## config.mk

```make
export PLATFORM = sky130hd
export DESIGN_NAME = frs_back
export DESIGN_NICKNAME = d
export VERILOG_FILES = /design/src/rtl/frs_pkg.sv /design/src/rtl/frs_back.sv
export SDC_FILE = /design/constraint.sdc
export NUM_CORES = 1
export LEC_CHECK = 0
export BUFFER_PORTS_ARGS = -buffer_cell sky130_fd_sc_hd__clkbuf_2
export CORE_MARGIN = 3
export CORE_UTILIZATION = 44
export CTS_CLUSTER_DIAMETER = 50
export DETAILED_ROUTE_END_ITERATION = 8
export GPL_TIMING_DRIVEN = 1
export PLACE_DENSITY = 0.81
export SETUP_SLACK_MARGIN = 0.3
export SYNTH_ARGS = -nofsm -noshare
export SYNTH_HDL_FRONTEND = slang
export SYNTH_SLANG_ARGS = --single-unit
export TNS_END_PERCENT = 10
```

## constraint.sdc

```tcl
create_clock -name clk -period 5.15 [get_ports clk]
set_input_delay 0 -clock clk [delete_from_list [all_inputs] [get_ports clk]]
set_output_delay 0 -clock clk [all_outputs]
set_load 0.02 [all_outputs]
```

## src/rtl/frs_pkg.sv

```systemverilog
package frs_pkg;

  // quotient bits = dividend bits = divider stages
  localparam int NUM_W      = 16;
  localparam int DEN_W      = 17;
  localparam int DIV_STAGES = NUM_W;

  localparam logic [16:0] HALF_DAY       = 17'd43200;
  localparam logic [15:0] RATE_CAP       = 16'd5000;
  localparam logic [15:0] RATE_CAP_SWEEP = 16'(5000 / 16);

  localparam logic [1:0] CFG_CLOCK_MODE  = 2'd0;
  localparam logic [1:0] CFG_MAX_TICK    = 2'd1;
  localparam logic [1:0] CFG_SYNC_WINDOW = 2'd2;

  typedef enum logic [1:0] {
    MODE_SECOND,
    MODE_MINUTE,
    MODE_SWEEP_SECOND,
    MODE_SWEEP_MINUTE
  } clock_mode_t;

  typedef struct packed {
    clock_mode_t mode;
    logic [6:0]  freq;
    logic [14:0] window;
  } cfg_t;

  typedef struct packed {
    logic [3:0]  net_hours;
    logic [5:0]  net_minutes;
    logic [5:0]  net_seconds;
    logic [15:0] net_rate;
    logic [3:0]  local_hours;
    logic [5:0]  local_minutes;
    logic [5:0]  local_seconds;
    logic [15:0] local_rate;
  } in_item_t;

  typedef struct packed {
    logic [15:0] new_rate;
    logic        retime_ticker;
  } out_item_t;

  // decision context, carried alongside the dividers
  typedef struct packed {
    logic [15:0] old_rate;
    logic [15:0] net_rate;
    logic [16:0] m10;
    logic [15:0] cap;
    logic [16:0] cand;     // net_rate + 5d, meaningful when cand_lt
    logic        cand_lt;  // net_rate + 5d < m10
    logic        near;
    logic        eq;
    logic        rate_le;
    logic        rate_ge;
    logic        rate_zero;
    logic        far2;
  } ctx_t;

  typedef struct packed {
    logic [NUM_W-1:0] num;
    logic [DEN_W-1:0] den;
  } div_op_t;

endpackage

```

## src/rtl/frs_back.sv

```systemverilog
module frs_back
  import frs_pkg::*;
(
  input  logic             clk,
  input  logic             rst_n,
  input  logic             en,
  input  logic             ctx_valid,
  input  ctx_t             ctx,
  input  logic [NUM_W-1:0] quo_catch,
  input  logic [NUM_W-1:0] quo_wait,
  output logic             res_valid,
  output out_item_t        res
);

  logic        v_r;
  logic [16:0] rate_r, rate_nxt;
  logic        chg_r;
  logic [15:0] cap_r;

  always_comb begin
    priority if (ctx.near && ctx.eq) begin
      rate_nxt = {1'b0, ctx.old_rate};
    end else if (ctx.near && ctx.rate_le) begin
      rate_nxt = {1'b0, ctx.net_rate};
    end else if (ctx.rate_zero) begin
      rate_nxt = ctx.far2 ? 17'd0 : ctx.m10;
    end else if (ctx.rate_ge) begin
      rate_nxt = 17'd0;
    end else if (quo_wait <= quo_catch) begin
      rate_nxt = 17'd0;
    end else if (ctx.cand_lt) begin
      rate_nxt = ctx.cand;
    end else begin
      rate_nxt = ctx.m10;
    end
  end

  always_ff @(posedge clk) begin
    if (!rst_n) begin
      v_r <= 1'b0;
    end else if (en) begin
      v_r <= ctx_valid;
    end
  end

  always_ff @(posedge clk) begin
    if (en) begin
      rate_r <= rate_nxt;
      chg_r  <= (rate_nxt != {1'b0, ctx.old_rate});
      cap_r  <= ctx.cap;
    end
  end

  // limits apply only to a changed rate; an unchanged one is the 16-bit old rate
  always_comb begin
    res_valid         = v_r;
    res.retime_ticker = chg_r;
    if (chg_r && rate_r > {1'b0, cap_r}) begin
      res.new_rate = cap_r;
    end else begin
      res.new_rate = rate_r[15:0];
    end
  end

endmodule

```

# After elaboration in Yosys (flattened, before gate mapping)
# Cells that the tools add are included.
[totals]
out_inout_bits = 18
reg_bits = 35
[classes]
eq_ne = 1
n_lt_le_gt_ge = 2
reduce_logical = 3
n_mux = 8
[ops]
columns = ["cell", "n"]
rows = [
  ["17-bit two-way mux", 7],
  ["17-bit by 16-bit greater-than comparator with 1-bit output", 1],
  ["17-bit by 16-bit inequality test with 1-bit output", 1],
  ["16-bit <= comparator", 1],
  ["16-bit two-way mux", 1],
  ["1-bit logical AND", 3],
]

# Logic depth before layout (Yosys ltp)
# Gate-level depths: netlist of the first run.
[logic_depth]
word_depth = 7
depth_mapped = 13
mapped_depth_nobuf = 12

# Worst setup path after synthesis of the first run
# No wires, ideal clock.
[synth_timing]
kind = "input to register"
startpoint = "input port quo_catch[15]"
endpoint = "register chg_r (data pin)"
stages = 13
setup_slack_ps = 2340
arrival_time_ps = 2531
path_buffers = 1
path_cell_list = "inv_1 > ha_1 > nand4_2 > nor2_1 > a311o_1 > a2111oi_4 > o31ai_1 > buf_2 > a221oi_1 > o21a_1 > o2111ai_1 > o31ai_1 > o2111ai_1"
[synth_between]
elab_chain_cells = 7
[synth_rtl]
columns = ["item", "line", "rtl"]
rows = [
  ["start: declaration", "frs_back.sv:9", "input logic [NUM_W-1:0] quo_catch,"],
  ["16-bit <= comparator", "frs_back.sv:29", "end else if (quo_wait <= quo_catch) begin"],
  ["17-bit two-way mux", "frs_back.sv:29", ""],
  ["17-bit two-way mux", "frs_back.sv:27", "end else if (ctx.rate_ge) begin"],
  ["17-bit two-way mux", "frs_back.sv:25", "end else if (ctx.rate_zero) begin"],
  ["17-bit two-way mux", "frs_back.sv:23", "end else if (ctx.near && ctx.rate_le) begin"],
  ["17-bit two-way mux", "frs_back.sv:21", "priority if (ctx.near && ctx.eq) begin"],
  ["17-bit by 16-bit inequality test with 1-bit output", "frs_back.sv:49", "chg_r <= (rate_nxt != {1'b0, ctx.old_rate});"],
  ["end signal: assignment", "frs_back.sv:49", ""],
  ["end: declaration", "frs_back.sv:17", "logic chg_r;"],
]
# Every way passes these cells.
# A chain may end at the register's enable or synchronous reset.

==> results.json, run 1 <==
{
  "status": "completed",
  "io_pins": 143,
  "cts.sink_count": 35,
  "totalPowerFinal_mw": 0.916,
  "num_rows": 30,
  "p_leak_nw": 2.08,
  "grt_pass1_vias": 3326,
  "cp.required_ps": 5150,
  "routedWlPerCell_um": 16.8,
  "final_util": 0.618,
  "grt_overflow": 0,
  "nets": 669,
  "place_area_um2": 4020,
  "skew_ps": 0,
  "synth-seq-cells": 35,
  "drcViolationCount": 0,
  "dominantRegCellSynth": "edfxtp_1",
  "design.die.area_um2": 8400,
  "arrival_ps": 3460,
  "dr.pass1.iters": 5,
  "drv_slew": 0,
  "ctsResizeCount": 0,
  "synth_warnings": 0,
  "hold_violations": 0,
  "cts_htree_levels": 2,
  "finalCriticalPeriod_ps": 3460,
  "setup_ws_ps": 1690,
  "yosys.cell_types.count": 52,
  "area_growth_pct": 33.0,
  "cts_tree": "yes",
  "stdcell_area_um2": 4290,
  "ir_worst_vdd_uv": 98.0,
  "drtAntennaViolNets": 0,
  "rsz0062_at_grt": "no",
  "fin_setup_tns_ps": 0,
  "fin_hold_ws_ps": 15.5,
  "start_util": 0.465,
  "dp.cells": 583,
  "grt_pass1_wl_mm": 16.2,
  "critical_path.max_fanout": 16,
  "core_um2": 6940,
  "start_kind": "flip-flop",
  "synth-edff-count": 34,
  "avgSynthCellArea_um2": 9.04,
  "yosysTopAreaCell": "edfxtp_1",
  "clk_pin_slew_worst_paths_ps": 80,
  "avgViaCountPerCell": 5.56,
  "grt.total_usage": 0.239,
  "wl_mm": 10.2,
  "cts.path.max_buffers": 2,
  "ys_seq_area_frac": 0.323,
  "routabilityCongestion": 0.917,
  "cap_violations": 0,
  "power_density_nw_per_um2": 214,
  "async_flop_share": 0,
  "grt_max_degree": 36,
  "die_w_um": 91.6,
  "synthTopCellsByArea": "edfxtp_1 (32%), ha_1 (12%), mux2_2 (6.6%), inv_1 (5.0%), nor2_1 (3.5%)",
  "vias": 3385,
  "antenna_found_initial": 0,
  "syn_nets": 514,
  "setup_viol": 0,
  "synth_top_area_frac": 0.316,
  "clk_latency_ps": 290,
  "numCtsBuffers": 5,
  "place_ws_ps": 1690,
  "dp_hpwl_mm": 8.04,
  "die_y_um": 91.6,
  "io_buffers": 142,
  "max_freq_mhz": 289,
  "finalCritPeriodShare": 0.671,
  "hold_path.class": "in -> reg",
  "worst_setup_path_end_kind": "output pin",
  "netlist_area_um2": 3230,
  "antenna_cells": 0,
  "fin_cells": 609,
  "clock-root-buffer": "clkbuf_8",
  "layout-drive-gt1-share": 0.345,
  "synth_cells": 357,
  "worst_pin_slew_ps": 876,
  "dr.first_iter.drc_count": 237,
  "path_class": "reg -> out",
  "slew_headroom": 0.416
}
power breakdown:
part | leakage [nW] | internal [mW] | total (mW) | switching, mW
Combinational | 1.70 | 0.160 | 0.350 | 0.190
Clock | 0.0408 | 0.0967 | 0.206 | 0.110
Sequential | 0.340 | 0.344 | 0.359 | 0.0155
final cells by class:
type | count | area [µm²]
fillers | 613 | 2650
inverters | 43 | 161
clock buffers | 5 | 68.8
repair buffers | 162 | 906
well taps | 96 | 120
clock inverters | 3 | 23.8
flip-flops and latches | 35 | 1040
multi-input cells | 265 | 1970
worst paths after layout:
| path | slack [ps] | endpoint | from | cells past startpoint |
|---|---|---|---|---|
| min reg2reg | 1070 | res_valid | res_valid | 3 |
| min | 20 | rate_r[2] | ctx[75] | 3 |
| max | 1690 | res[15] | rate_r[1] | 12 |
| max reg2reg | 3990 | res_valid | res_valid | 3 |
placed cells by master (no fill, tap or decap), types with 5 or more instances in the layout:
master,instances
clkbuf_2,142
inv_1,43
edfxtp_1,34
ha_1,32
nor2_1,30
nand2_1,21
a21oi_1,20
mux2_2,19
dlygate4sd3_1,18
o21ai_0,13
a22oi_1,9
a221oi_1,9
a21o_1,8
o31ai_1,8
o21a_1,7
nand3_1,7
nor2b_1,6
nand4_1,6
a211oi_1,6
nor3_1,6
xnor2_1,5
clkbuf_8,5
metal layers:
metal | share of wire | track usage | vias to the layer above
met5 | 0 | 0 | -
met3 | 0.074 | 0.0353 | 16
met4 | 0.015 | 0.0578 | 0
li1 | - | - | 1657
met1 | 0.42 | 0.301 | 1543
met2 | 0.49 | 0.427 | 169
worst max-delay path, stage by stage (launching register included):
cell	delay [ps]
edfxtp_1	410
ha_1	320
nor2b_1	130
o21a_1	160
o21a_1	170
o21a_1	170
o21bai_1	190
a21oi_1	100
o31ai_1	240
a21oi_1	100
nand3_1	600
mux2_2	420
clkbuf_2	160
timing repair:
item,CTS,global route
buffers inserted,0,0
hold buffers,18,0
hold endpoints to repair,17,0
sequential cells by signal (all words and copies together), names as in the netlist:
name and count:
rate_r 17, cap_r 16, chg_r 1, res_valid 1
cell usage after synthesis (2+ instances only):
| cell type | instances |
|---|---|
| a22o_1 | 2 |
| nor2b_1 | 6 |
| or3_1 | 4 |
| o22ai_1 | 4 |
| nor4_1 | 3 |
| edfxtp_1 | 34 |
| a31oi_1 | 2 |
| mux2_2 | 19 |
| nor4b_1 | 2 |
| buf_2 | 3 |
| a211oi_1 | 6 |
| nand4_1 | 6 |
| xor2_1 | 3 |
| ha_1 | 32 |
| and2_1 | 2 |
| a221oi_1 | 9 |
| a21o_1 | 8 |
| a21oi_1 | 20 |
| o31ai_1 | 9 |
| inv_1 | 43 |
| a222oi_1 | 2 |
| o2111ai_1 | 2 |
| nor2_1 | 30 |
| o21a_1 | 7 |
| and3_1 | 2 |
| a22oi_1 | 9 |
| xnor2_1 | 5 |
| nor3_1 | 6 |
| clkbuf_1 | 10 |
| mux2i_1 | 4 |
| nand2_1 | 21 |
| nand3_1 | 7 |
| o211ai_1 | 3 |
| o21ai_0 | 13 |
| and4_1 | 2 |
logic make-up (layout without fill, tap and decap cells):
logic type / after synthesis / count (layout) / synth area share
xor gates and xnor gates: 8 / 8 / 0.0217
buffers and inverters: 57 / 213 / 0.0686
DFF: 35 / 35 / 0.323
muxes: 23 / 23 / 0.0787
AOI/OAI and AO/OA: 106 / 106 / 0.235
and+or+nand+nor: 96 / 96 / 0.149
adders and majority gates: 32 / 32 / 0.124
Power figures use the tool's default switching activity.
==> inputs of run 2 (changes only) <==
clock period = 3.5 ns   (was 5.15 ns; I/O delays follow)
==> run 2 against run 1 <==
Against the previous run: routed wire length rose by 4.8%; global-route usage up 0.73 points; die area unchanged; largest power group is now combinational cells; highest routed layer unchanged.
==> results.json, run 2 (synthesis results as in run 1) <==
{
  "top_regs": "rate_r x17, cap_r x16",
  "cap_violations": 0,
  "path_delay_family": "compound AO/OA/AOI/OAI gates",
  "p_leak_nw": 2.17,
  "skew_ps": 0,
  "dr.pass1.iters": 5,
  "setup_ws_ps": 366,
  "ir_worst_vdd_uv": 144,
  "clk_pin_slew_worst_paths_ps": 60,
  "fin_setup_tns_ps": 0,
  "grt_util_met1": 0.299,
  "routedWlPerCell_um": 17.3,
  "worst_setup_path_end_kind": "output pin",
  "fillers": 553,
  "drv_slew": 0,
  "rrSetupSlack_ps": 2310,
  "rsz0062_at_grt": "yes",
  "grt_overflow": 0,
  "grt_pass1_vias": 3508,
  "grtUsageMet3": 0.0369,
  "hold_violations": 0,
  "die_y_um": 91.6,
  "max_freq_mhz": 319,
  "status": "completed",
  "crit_top_cell": "o21a_1",
  "use_met2": 0.441,
  "hold_path.class": "in -> reg",
  "worst-path-buf-inv": 2,
  "drcViolationCount": 0,
  "ff_latch_area_um2": 1040,
  "io_pins": 143,
  "dr.first_iter.drc_count": 288,
  "place_ws_ps": 377,
  "area_growth_pct": 37.4,
  "largest_register_ffs": 17,
  "cpPeakStageDelay_ps": 450,
  "setup_viol": 0,
  "critPathSlowestCell": "edfxtp_1",
  "layout-drive-gt1-share": 0.362,
  "dp_hpwl_mm": 8.37,
  "io_buffers": 142,
  "busiest_layer": "met2",
  "clock-root-buffer": "clkbuf_8",
  "grt.total_usage": 0.246,
  "cts.path.max_buffers": 2,
  "wl_mm": 10.7,
  "grt_max_degree": 36,
  "slew_headroom": 0.439,
  "avgViaCountPerCell": 5.58,
  "core_um2": 6940,
  "mostFrequentLayoutCell": "clkbuf_2",
  "cts_htree_levels": 2,
  "critical_path.max_fanout": 8,
  "routabilityCongestion": 0.928,
  "totalPowerFinal_mw": 1.41,
  "start_util": 0.465,
  "num_rows": 30,
  "power_density_nw_per_um2": 319,
  "fin_cells": 618,
  "numCtsBuffers": 5,
  "drtAntennaViolNets": 0,
  "grt_pass1_wl_mm": 16.5,
  "cts_tree": "yes",
  "vias": 3446,
  "dp.cells": 589,
  "path_class": "reg -> out",
  "start_kind": "flip-flop",
  "worst_pin_slew_ps": 842,
  "finalCriticalPeriod_ps": 3130,
  "largest_register": "rate_r",
  "antenna_cells": 0,
  "antenna_found_initial": 0,
  "design.die.area_um2": 8400,
  "clk_latency_ps": 290,
  "path_cells": "ha_4 -> nor2b_1 -> o21a_1 -> o21a_1 -> o21a_1 -> o21bai_1 -> a21oi_1 -> o31ai_1 -> a21oi_1 -> nand3_2 -> clkbuf_16 -> mux2_2 -> buf_4",
  "die_w_um": 91.6,
  "nets": 678,
  "finalCritPeriodShare": 0.895,
  "mostFrequentLayoutCells": "clkbuf_2 (138), inv_1 (42), edfxtp_1 (34)",
  "multi_input_area_um2": 2000,
  "arrival_ps": 3130,
  "final_util": 0.638,
  "cts.sink_count": 35,
  "cp.required_ps": 3500
}
==> run 2: worst paths after layout <==
path,endpoint,from,cells after the start
max,res[5],rate_r[1],13
min,rate_r[2],ctx[75],3
max reg2reg,res_valid,res_valid,3
min reg2reg,res_valid,res_valid,3
==> run 2: timing repair <==
item / in CTS / in global routing
buffers inserted: 0 / 2
gates resized for setup: 0 / 16
setup endpoints to repair: 0 / 16
hold buffers: 18 / 0
hold endpoints to repair: 17 / 0
==> run 2: metal layers <==
layer	vias to the layer above	wire length, µm
li1	1672	-
met1	1579	4300
met3	19	796
met5	-	0
met2	176	5400
met4	0	217
==> run 2: final cells by class <==
cell class | count | area share
clock inverters | 1 | 0.00169
multi-input cells | 265 | 0.451
clock buffers | 7 | 0.0217
well taps | 96 | 0.0271
repair buffers | 171 | 0.227
flip-flops and latches | 35 | 0.235
inverters | 43 | 0.0364
==> run 2: tightest hold or removal path: stages <==
cell      delay (ps)
clkbuf_2         100
nand2_1           50
nand2_1           60
==> run 2: metrics by stage <==
stage	instance area (µm²)	hold WS, ps
final	4430	37.2
after floorplan	3230	98.9
after global placement	4060	178
after detailed placement	4060	179
after global routing	4430	52.0
after CTS	4350	30.5
==> run 2: where the power goes <==
| group | internal (mW) | switching, mW | total (mW) |
|---|---|---|---|
| sequential | 0.506 | 0.0252 | 0.532 |
| clock | 0.179 | 0.150 | 0.329 |
| combinational | 0.264 | 0.290 | 0.554 |
| total | 0.950 | 0.465 | 1.41 |
