## src/rtl/frs_pkg.sv

```systemverilog
package frs_pkg;

  // quotient bits = dividend bits = divider stages
  localparam int NUM_W      = 16;
  localparam int DEN_W      = 17;
  localparam int DIV_STAGES = NUM_W;

  localparam logic [16:0] HALF_DAY       = 17'd43200;
  localparam logic [15:0] RATE_CAP       = 16'd5000;
  localparam logic [15:0] RATE_CAP_SWEEP = 16'(5000 / 16);

  localparam logic [1:0] CFG_CLOCK_MODE  = 2'd0;
  localparam logic [1:0] CFG_MAX_TICK    = 2'd1;
  localparam logic [1:0] CFG_SYNC_WINDOW = 2'd2;

  typedef enum logic [1:0] {
    MODE_SECOND,
    MODE_MINUTE,
    MODE_SWEEP_SECOND,
    MODE_SWEEP_MINUTE
  } clock_mode_t;

  typedef struct packed {
    clock_mode_t mode;
    logic [6:0]  freq;
    logic [14:0] window;
  } cfg_t;

  typedef struct packed {
    logic [3:0]  net_hours;
    logic [5:0]  net_minutes;
    logic [5:0]  net_seconds;
    logic [15:0] net_rate;
    logic [3:0]  local_hours;
    logic [5:0]  local_minutes;
    logic [5:0]  local_seconds;
    logic [15:0] local_rate;
  } in_item_t;

  typedef struct packed {
    logic [15:0] new_rate;
    logic        retime_ticker;
  } out_item_t;

  // decision context, carried alongside the dividers
  typedef struct packed {
    logic [15:0] old_rate;
    logic [15:0] net_rate;
    logic [16:0] m10;
    logic [15:0] cap;
    logic [16:0] cand;     // net_rate + 5d, meaningful when cand_lt
    logic        cand_lt;  // net_rate + 5d < m10
    logic        near;
    logic        eq;
    logic        rate_le;
    logic        rate_ge;
    logic        rate_zero;
    logic        far2;
  } ctx_t;

  typedef struct packed {
    logic [NUM_W-1:0] num;
    logic [DEN_W-1:0] den;
  } div_op_t;

endpackage

```

## src/rtl/frs_front.sv

```systemverilog
module frs_front
  import frs_pkg::*;
(
  input  logic     clk,
  input  logic     rst_n,
  input  logic     en,
  input  cfg_t     cfg,
  input  logic     item_valid,
  input  in_item_t item,
  output logic     ctx_valid,
  output ctx_t     ctx,
  output div_op_t  op_catch,
  output div_op_t  op_wait
);

  // stage A: seconds difference, mode rates
  logic               a_valid_r;
  logic signed [17:0] a_diff_r;
  logic [15:0]        a_rate_r, a_old_r;
  logic [16:0]        a_m10_r, a_lim_r;
  logic [14:0]        a_win_r;
  logic               a_sweep_r;

  logic [15:0]        net_s, loc_s;
  logic signed [17:0] diff_nxt;
  logic [16:0]        f17, m10_nxt, lim_nxt;

  always_comb begin
    net_s = {12'd0, item.net_hours} * 16'd3600 + {10'd0, item.net_minutes} * 16'd60
          + {10'd0, item.net_seconds};
    loc_s = {12'd0, item.local_hours} * 16'd3600 + {10'd0, item.local_minutes} * 16'd60
          + {10'd0, item.local_seconds};
    diff_nxt = $signed({2'b00, net_s}) - $signed({2'b00, loc_s});
    f17 = {10'd0, cfg.freq};
    unique case (cfg.mode)
      MODE_SECOND: begin
        m10_nxt = f17 * 17'd10;
        lim_nxt = f17 * 17'd10;
      end
      MODE_MINUTE: begin
        m10_nxt = f17 * 17'd600;
        lim_nxt = f17 * 17'd600;
      end
      MODE_SWEEP_SECOND: begin
        m10_nxt = (f17 >> 4) * 17'd10;
        lim_nxt = (f17 * 17'd10) >> 4;
      end
      MODE_SWEEP_MINUTE: begin
        m10_nxt = ((f17 * 17'd60) >> 4) * 17'd10;
        lim_nxt = (f17 * 17'd600) >> 4;
      end
    endcase
  end

  // stage B: wrap difference into one half day, rate compares, cap
  logic        b_valid_r;
  logic [15:0] b_d_r, b_rate_r, b_old_r, b_cap_r;
  logic [16:0] b_m10_r;
  logic [14:0] b_win_r;
  logic        b_eq_r, b_le_r, b_ge_r, b_zero_r;

  logic signed [17:0] d_nxt;
  logic [15:0]        cap_nxt;

  always_comb begin
    priority if (a_diff_r >= 18'sd43200) begin
      d_nxt = a_diff_r - 18'sd43200;
    end else if (a_diff_r < -18'sd43200) begin
      d_nxt = a_diff_r + 18'sd86400;
    end else if (a_diff_r < 18'sd0) begin
      d_nxt = a_diff_r + 18'sd43200;
    end else begin
      d_nxt = a_diff_r;
    end
    priority if (a_sweep_r && a_lim_r > {1'b0, RATE_CAP_SWEEP}) begin
      cap_nxt = RATE_CAP_SWEEP;
    end else if (a_lim_r > {1'b0, RATE_CAP}) begin
      cap_nxt = RATE_CAP;
    end else begin
      cap_nxt = a_lim_r[15:0];
    end
  end

  // stage C: window tests, proportional candidate, divider operands
  logic [18:0] s5;
  logic [16:0] d17;

  always_comb begin
    d17 = {1'b0, b_d_r};
    s5  = ({3'b000, b_d_r} << 2) + {3'b000, b_d_r} + {3'b000, b_rate_r};
  end

  always_ff @(posedge clk) begin
    if (!rst_n) begin
      a_valid_r <= 1'b0;
      b_valid_r <= 1'b0;
      ctx_valid <= 1'b0;
    end else if (en) begin
      a_valid_r <= item_valid;
      b_valid_r <= a_valid_r;
      ctx_valid <= b_valid_r;
    end
  end

  always_ff @(posedge clk) begin
    if (en) begin
      a_diff_r  <= diff_nxt;
      a_rate_r  <= item.net_rate;
      a_old_r   <= item.local_rate;
      a_m10_r   <= m10_nxt;
      a_lim_r   <= lim_nxt;
      a_win_r   <= cfg.window;
      a_sweep_r <= (cfg.mode == MODE_SWEEP_SECOND);

      b_d_r    <= d_nxt[15:0];
      b_rate_r <= a_rate_r;
      b_old_r  <= a_old_r;
      b_cap_r  <= cap_nxt;
      b_m10_r  <= a_m10_r;
      b_win_r  <= a_win_r;
      b_eq_r   <= (a_rate_r == a_old_r);
      b_le_r   <= ({1'b0, a_rate_r} <= a_m10_r);
      b_ge_r   <= ({1'b0, a_rate_r} >= a_m10_r);
      b_zero_r <= (a_rate_r == 16'd0);

      ctx.old_rate  <= b_old_r;
      ctx.net_rate  <= b_rate_r;
      ctx.m10       <= b_m10_r;
      ctx.cap       <= b_cap_r;
      ctx.cand      <= s5[16:0];
      ctx.cand_lt   <= (s5 < {2'b00, b_m10_r});
      ctx.near      <= (b_d_r == 16'd0) || (d17 + {2'b00, b_win_r} > HALF_DAY);
      ctx.far2      <= (d17 + {1'b0, b_win_r, 1'b0} > HALF_DAY);
      ctx.eq        <= b_eq_r;
      ctx.rate_le   <= b_le_r;
      ctx.rate_ge   <= b_ge_r;
      ctx.rate_zero <= b_zero_r;

      op_catch.num <= b_d_r;
      op_catch.den <= b_m10_r - {1'b0, b_rate_r};
      op_wait.num  <= 16'(HALF_DAY - d17);
      op_wait.den  <= {1'b0, b_rate_r};
    end
  end

endmodule

```

## config.mk

```make
export PLATFORM = sky130hd
export DESIGN_NAME = frs_front
export DESIGN_NICKNAME = d
export VERILOG_FILES = /design/src/rtl/frs_pkg.sv /design/src/rtl/frs_front.sv
export SDC_FILE = /design/constraint.sdc
export NUM_CORES = 1
export LEC_CHECK = 0
export BUFFER_PORTS_ARGS = -buffer_cell sky130_fd_sc_hd__buf_2
export CAP_MARGIN = 0
export CORE_MARGIN = 3
export CORE_UTILIZATION = 30
export CTS_CLUSTER_SIZE = 10
export DETAILED_ROUTE_END_ITERATION = 10
export GPL_ROUTABILITY_DRIVEN = 0
export GPL_TIMING_DRIVEN = 0
export PLACE_DENSITY = 0.47
export RECOVER_POWER = 25
export SLEW_MARGIN = 20
export SYNTH_ARGS = -nofsm -noshare
export SYNTH_HDL_FRONTEND = slang
export SYNTH_SLANG_ARGS = --single-unit
```

## constraint.sdc

```tcl
create_clock -name clk -period 13.4 [get_ports clk]
set_clock_uncertainty 0.1 [all_clocks]
set_input_delay 1.34 -clock clk [delete_from_list [all_inputs] [get_ports clk]]
set_output_delay 1.34 -clock clk [all_outputs]
set_load 0.005 [all_outputs]
```

== Word-level counts from Yosys, hierarchy flattened ==
Cells that the tools add are included.
Word-level totals
  register bits: 340
  input port bits: 92
  output and inout bits: 156
  word-level logic and storage cells: 85
Operators by class
  $add $sub $neg: 14
  multiply operators: 9
  order comparisons: 10
  equal/unequal tests: 4
  multiplexer cells: 6
  reduce and logical (&&, ||, !) cells: 6
Operators with widths (number)
  17-bit case mux with 4 select lines: 2
  16-bit 2-to-1 mux: 3
  17-bit by 16-bit > comparator with 1-bit output, second input constant: 2
  16-bit by 12-bit adder with 16-bit output: 2
  16-bit adder, second input constant: 2
  16-bit by 6-bit adder with 16-bit output: 2
  16-bit zero test: 2
  4-bit by 8-bit multiplier with 12-bit output, second input constant: 2
  6-bit by 4-bit multiplier with 10-bit output, second input constant: 2
  18-bit by 16-bit adder with 19-bit output: 1
  19-bit by 16-bit adder with 19-bit output: 1
  19-bit by 17-bit less-than comparator with 1-bit output: 1
  16-bit by 15-bit adder with 17-bit output: 1
  16-bit by 16-bit adder with 17-bit output: 1
  16-bit by 17-bit >= comparator with 1-bit output: 1
  17-bit >= comparator, second input constant: 1
  17-bit by 13-bit > comparator with 1-bit output, second input constant: 1
  17-bit by 9-bit > comparator with 1-bit output, second input constant: 1
  16-bit by 17-bit less-or-equal comparator with 1-bit output: 1
  17-bit by 1-bit less-than comparator with 1-bit output, second input constant: 1
  17-bit less-than comparator, second input constant: 1
  16-bit by 16-bit subtractor with 17-bit output: 1
  17-bit by 16-bit subtractor with 17-bit output: 1
  16-bit == test: 1
  14 further kinds: 15

== Logic depth before layout (Yosys ltp) ==
  depth after elaboration: 4
  mapped depth: 23
  depth with buffers taken out: 23

== Worst setup path after synthesis ==
OpenSTA, ideal clock, no wires.
  path type: input to register
  start: input port item[54] (netlist name)
  end: register a_diff_r[15], data pin
  library setup time: 0.258 ns
  data arrival time: 5.744 ns
  data required time: 13.042 ns
  setup slack: 7.299 ns
  cell stages on the path: 20
  buffers on the path: 0
  path through: fa_1 fa_1 inv_1 fa_1 fa_1 inv_1 ha_1 a21oi_1 o21bai_1 xor2_1 ha_1 a21o_1 a21o_1 a21o_1 nor2b_1 a21oi_1 o311ai_1 a21o_1 a21oi_1 xnor2_1
On the way
  cells in the longest elaborated chain, start to end: 4
RTL lines
  start, declared: RTL line frs_front.sv:9  | input in_item_t item,
  6-bit by 4-bit multiplier with 10-bit output: RTL line frs_front.sv:29  | net_s = {12'd0, item.net_hours} * 16'd3600 + {10'd0, item.net_minutes} * 16'd60
  16-bit by 12-bit adder with 16-bit output: RTL line frs_front.sv:29
  16-bit by 6-bit adder with 16-bit output: RTL line frs_front.sv:30  | + {10'd0, item.net_seconds};
  16-bit by 16-bit subtractor with 17-bit output: RTL line frs_front.sv:33  | diff_nxt = $signed({2'b00, net_s}) - $signed({2'b00, loc_s});
  via diff_nxt[15]: RTL line frs_front.sv:25  | logic signed [17:0] diff_nxt;
  end signal, assigned: RTL line frs_front.sv:107  | a_diff_r <= diff_nxt;
  end, declared: RTL line frs_front.sv:18  | logic signed [17:0] a_diff_r;
The timed path passes the listed nets, and every way through them passes these cells.
A chain may end at the register's enable or synchronous reset.

== Worst setup path in the final report ==
Ends and elaborated chain as after synthesis.

==> impl_metrics.toml <==
[clock_network]
cts.root.buffer_cell = "sky130_fd_sc_hd__clkbuf_16"
cts-hold-fix-buffers = 0
clk_pin_slew_worst_paths_ps = 50
cts.sink_count = 331
ctsResizeCount = 0
cts_tree = "yes"
clock_insertion_delay_worst_skew_ps = 570
postCtsSetupRepairBufs = 0
max-clock-path-buffers = 3
htreeDepth = 2
number_of_buffers_created_by_cts = 42

[power]
power.total_mw = 5.67
vdd_drop_max_uv = 131
pwr_density_cell_nw_per_um2 = 229
p_leak_nw = 10.7

[timing]
worst_slew_pin_slew_ps = 735
finalCritPeriodShare = 0.451
rsz0062_at_grt = "no"
setup_viol = 0
final_hold_viol_count = 0
achievable-frequency_mhz = 165
timing.max_slew.rel_slack = 0.510
final.setup.tns_ps = 0
finalWorstPathRequiredPeriod_ps = 6040
count_of_final_max_slew_check_failures = 0

[route]
route.detailed.wl_per_inst_um = 17.5
route.vias.total = 13957
detail_route.drc_violations = 0
dr.pass1.iters = 7
initialDrtViolationCount = 868
drtAntennaViolNets = 0
avgViaCountPerCell = 4.65
totalWireLength_um = 52400

[global_routing]
use_met1 = 0.202
grt_use_met3 = 0.0268
grt_busiest_layer = "met2"
grt-ovfl-total = 0
grt_pass1_vias = 14168
grt_antenna_before_repair = 1
groute.layer.met2.usage = 0.223
pin_count_of_the_biggest_net_entering_global_routing = 95
grt_util_all_layers = 0.143
grt_first_pass_wirelength_um = 81300

[critical_path]
r2r_slack_ps = 8440
startpoint_type = "primary input"
timing.reg2reg.worst_path_depth = 19
path_class = "in -> reg"
worstReg2RegStart = "b_d_r[2]"
timing.rr.end = "ctx[6]"
cp.required_ps = 13590
crit_path_end_kind = "flop"
cp_data_arrival_time_ps = 6230
worstPathMaxFanout = 4

[finish]
layout-drive-gt1-share = 0.166
insertedDiodeCount = 0
flow.area_growth_from_synthesis_pct = 17.8
final_standard_cell_utilization_of_the_core = 0.359
nets = 2473

[die]
die_w_um = 271
design.die.area_um2 = 73200
core_region_area_um2 = 68900
initial_core_util = 0.305
die_h_um = 271
rows = 96
floorplan.io_pins = 248

[logic_synthesis]
synthCells = 1755
synth_xor_xnor_area_share = 0.0613
synth_compound_gate_area_share = 0.118
synth_top_area_share = 0.469
per_instance_average_area_after_synthesis_um2 = 12.0
synth.most_common_cell = "sky130_fd_sc_hd__edfxtp_1"
yosys-top-cells-area = "sky130_fd_sc_hd__edfxtp_1, sky130_fd_sc_hd__ha_1, sky130_fd_sc_hd__fa_1, sky130_fd_sc_hd__xnor2_1, sky130_fd_sc_hd__inv_1"
post_synth_mux_area_share = 0.00858
yosys.area_share.adder = 0.220
yosysWarnings = 0
mappedNetlistArea_um2 = 21000
ys_seq_elements = 331
dominantRegCellSynth = "sky130_fd_sc_hd__edfxtp_1"
largest_area_contributor_in_the_synthesized_netlist = "sky130_fd_sc_hd__edfxtp_1"
ys_top_cells_by_count = "sky130_fd_sc_hd__edfxtp_1, sky130_fd_sc_hd__ha_1, sky130_fd_sc_hd__inv_1, sky130_fd_sc_hd__xnor2_1, sky130_fd_sc_hd__a21oi_1"
synth_simple_gate_area_frac = 0.0703
synth-edff-count = 328
asyncSetResetFlopFracSynth = 0
synth_cell_types = 80
synth_top_family_by_area = "adder cells"
seq_area_frac_synth = 0.472

[run_status]
result_of_the_run = "finished, final reports clean"

[placement]
dp_hpwl_um = 41200
numPortBuffers = 245

[worst_hold_path]
startpoint_of_the_worst_hold_path = "a_win_r[1]"
hold-path-endpoint = "b_win_r[1]"
holdPathStages = 0
holdCritPathClass = "reg -> reg"

[job]
max-cap-violations = 0
==> cells by family after synthesis <==
| group | count (synthesis) |
|---|---|
| AO/OA/AOI/OAI | 384 |
| XOR/XNOR | 147 |
| adder cells (fa/ha/maj) | 330 |
| buffers and inverters | 255 |
| flip-flops | 331 |
| multiplexers | 13 |
| other | 1 |
| AND/OR/NAND/NOR | 294 |
==> area by class of cell <==
type	count	area, um2
Buffer	33	199
Clock buffer	54	1120
Clock inverter	9	118
Fill cell	6846	44200
Multi-Input combinational cell	1173	10100
Timing Repair Buffer	248	1320
Sequential cell	331	9910
Inverter	222	833
Tap cell	931	1160
==> cell usage in the layout (no fill, tap or decap), types with 4 or more instances in the layout <==
cell type	netlist	layout
sky130_fd_sc_hd__a211oi_1	6	6
sky130_fd_sc_hd__a21boi_1	4	4
sky130_fd_sc_hd__a21o_1	53	53
sky130_fd_sc_hd__a21oi_1	109	109
sky130_fd_sc_hd__a31oi_1	15	15
sky130_fd_sc_hd__and2_1	5	5
sky130_fd_sc_hd__and3_1	8	8
sky130_fd_sc_hd__buf_2	0	242
sky130_fd_sc_hd__buf_4	20	20
sky130_fd_sc_hd__clkbuf_1	12	25
sky130_fd_sc_hd__clkbuf_16	0	43
sky130_fd_sc_hd__conb_1	1	5
sky130_fd_sc_hd__edfxtp_1	328	328
sky130_fd_sc_hd__fa_1	67	67
sky130_fd_sc_hd__ha_1	263	263
sky130_fd_sc_hd__inv_1	221	221
sky130_fd_sc_hd__mux2i_1	9	9
sky130_fd_sc_hd__mux4_2	4	4
sky130_fd_sc_hd__nand2_1	65	65
sky130_fd_sc_hd__nand2b_1	19	19
sky130_fd_sc_hd__nand3_1	22	22
sky130_fd_sc_hd__nand4_1	6	6
sky130_fd_sc_hd__nand4b_1	4	4
sky130_fd_sc_hd__nor2_1	79	79
sky130_fd_sc_hd__nor2b_1	28	28
sky130_fd_sc_hd__nor3_1	18	18
sky130_fd_sc_hd__nor4_1	13	13
sky130_fd_sc_hd__o211ai_1	6	6
sky130_fd_sc_hd__o21a_1	20	20
sky130_fd_sc_hd__o21ai_0	73	73
sky130_fd_sc_hd__o21ai_1	9	9
sky130_fd_sc_hd__o21bai_1	26	26
sky130_fd_sc_hd__o221ai_1	4	4
sky130_fd_sc_hd__o22ai_1	7	7
sky130_fd_sc_hd__o31a_1	6	6
sky130_fd_sc_hd__o31ai_1	5	5
sky130_fd_sc_hd__or2_2	6	6
sky130_fd_sc_hd__or3_1	6	6
sky130_fd_sc_hd__xnor2_1	117	117
sky130_fd_sc_hd__xor2_1	30	30
==> power breakdown <==
group | internal (mW) | switching [mW] | leakage, nW | total (mW)
logic | 1.30 | 1.64 | 6.84 | 2.94
clock network | 0.605 | 0.432 | 0.594 | 1.04
registers | 1.49 | 0.206 | 3.24 | 1.69
total | 3.39 | 2.28 | 10.7 | 5.67
==> per-stage QoR <==
step | area (um2) | setup slack [ps] | hold slack, ps | cells
4_1_cts | 24700 | 7390 | 288 | 3001
3_5_place_dp | 23500 | 6810 | 305 | 2938
6_report | 24700 | 7360 | 282 | 3001
5_1_grt | 24700 | 6940 | 291 | 3001
2_1_floorplan | 21000 | 7300 | 300 | 1759
3_3_place_gp | 23400 | 5840 | 301 | 2935
==> routing by layer <==
metal / vias up / wire [um]
met5: - / 0
met3: 71 / 2790
met1: 6659 / 25400
met2: 328 / 23200
met4: 0 / 1090
li1: 6899 / -
==> critical path, stage by stage <==
cell and delay, ps:
sky130_fd_sc_hd__buf_2 130, sky130_fd_sc_hd__fa_1 520, sky130_fd_sc_hd__fa_1 520, sky130_fd_sc_hd__inv_1 60, sky130_fd_sc_hd__fa_1 490, sky130_fd_sc_hd__fa_1 490, sky130_fd_sc_hd__inv_1 40, sky130_fd_sc_hd__ha_1 320
sky130_fd_sc_hd__a21oi_1 220, sky130_fd_sc_hd__o21bai_1 100, sky130_fd_sc_hd__a21oi_1 210, sky130_fd_sc_hd__xnor2_1 160, sky130_fd_sc_hd__ha_1 300, sky130_fd_sc_hd__a21o_1 180, sky130_fd_sc_hd__a21o_1 200, sky130_fd_sc_hd__nor2b_1 130
sky130_fd_sc_hd__a21oi_1 190, sky130_fd_sc_hd__o311ai_1 170, sky130_fd_sc_hd__a21o_1 190, sky130_fd_sc_hd__a21oi_1 180, sky130_fd_sc_hd__xnor2_1 90
==> sequential cells by signal, indices dropped and copies added, names as in the netlist, 17 cells and up <==
signal / count
a_diff_r: 17
op_wait: 30
op_catch: 33
ctx: 72
==> worst max path at each step <==
stage	startpoint	endpoint	slack [ps]	depth (start not counted)
floorplan	item[54]	a_diff_r[15]	7300	20
global placement	en	ctx_valid	5840	3
detailed placement	item[22]	a_diff_r[15]	6810	21
CTS	item[22]	a_diff_r[15]	7390	21
global route	item[57]	a_diff_r[15]	6940	23
finish	item[54]	a_diff_r[15]	7360	21
Power figures use the tool's default switching activity.
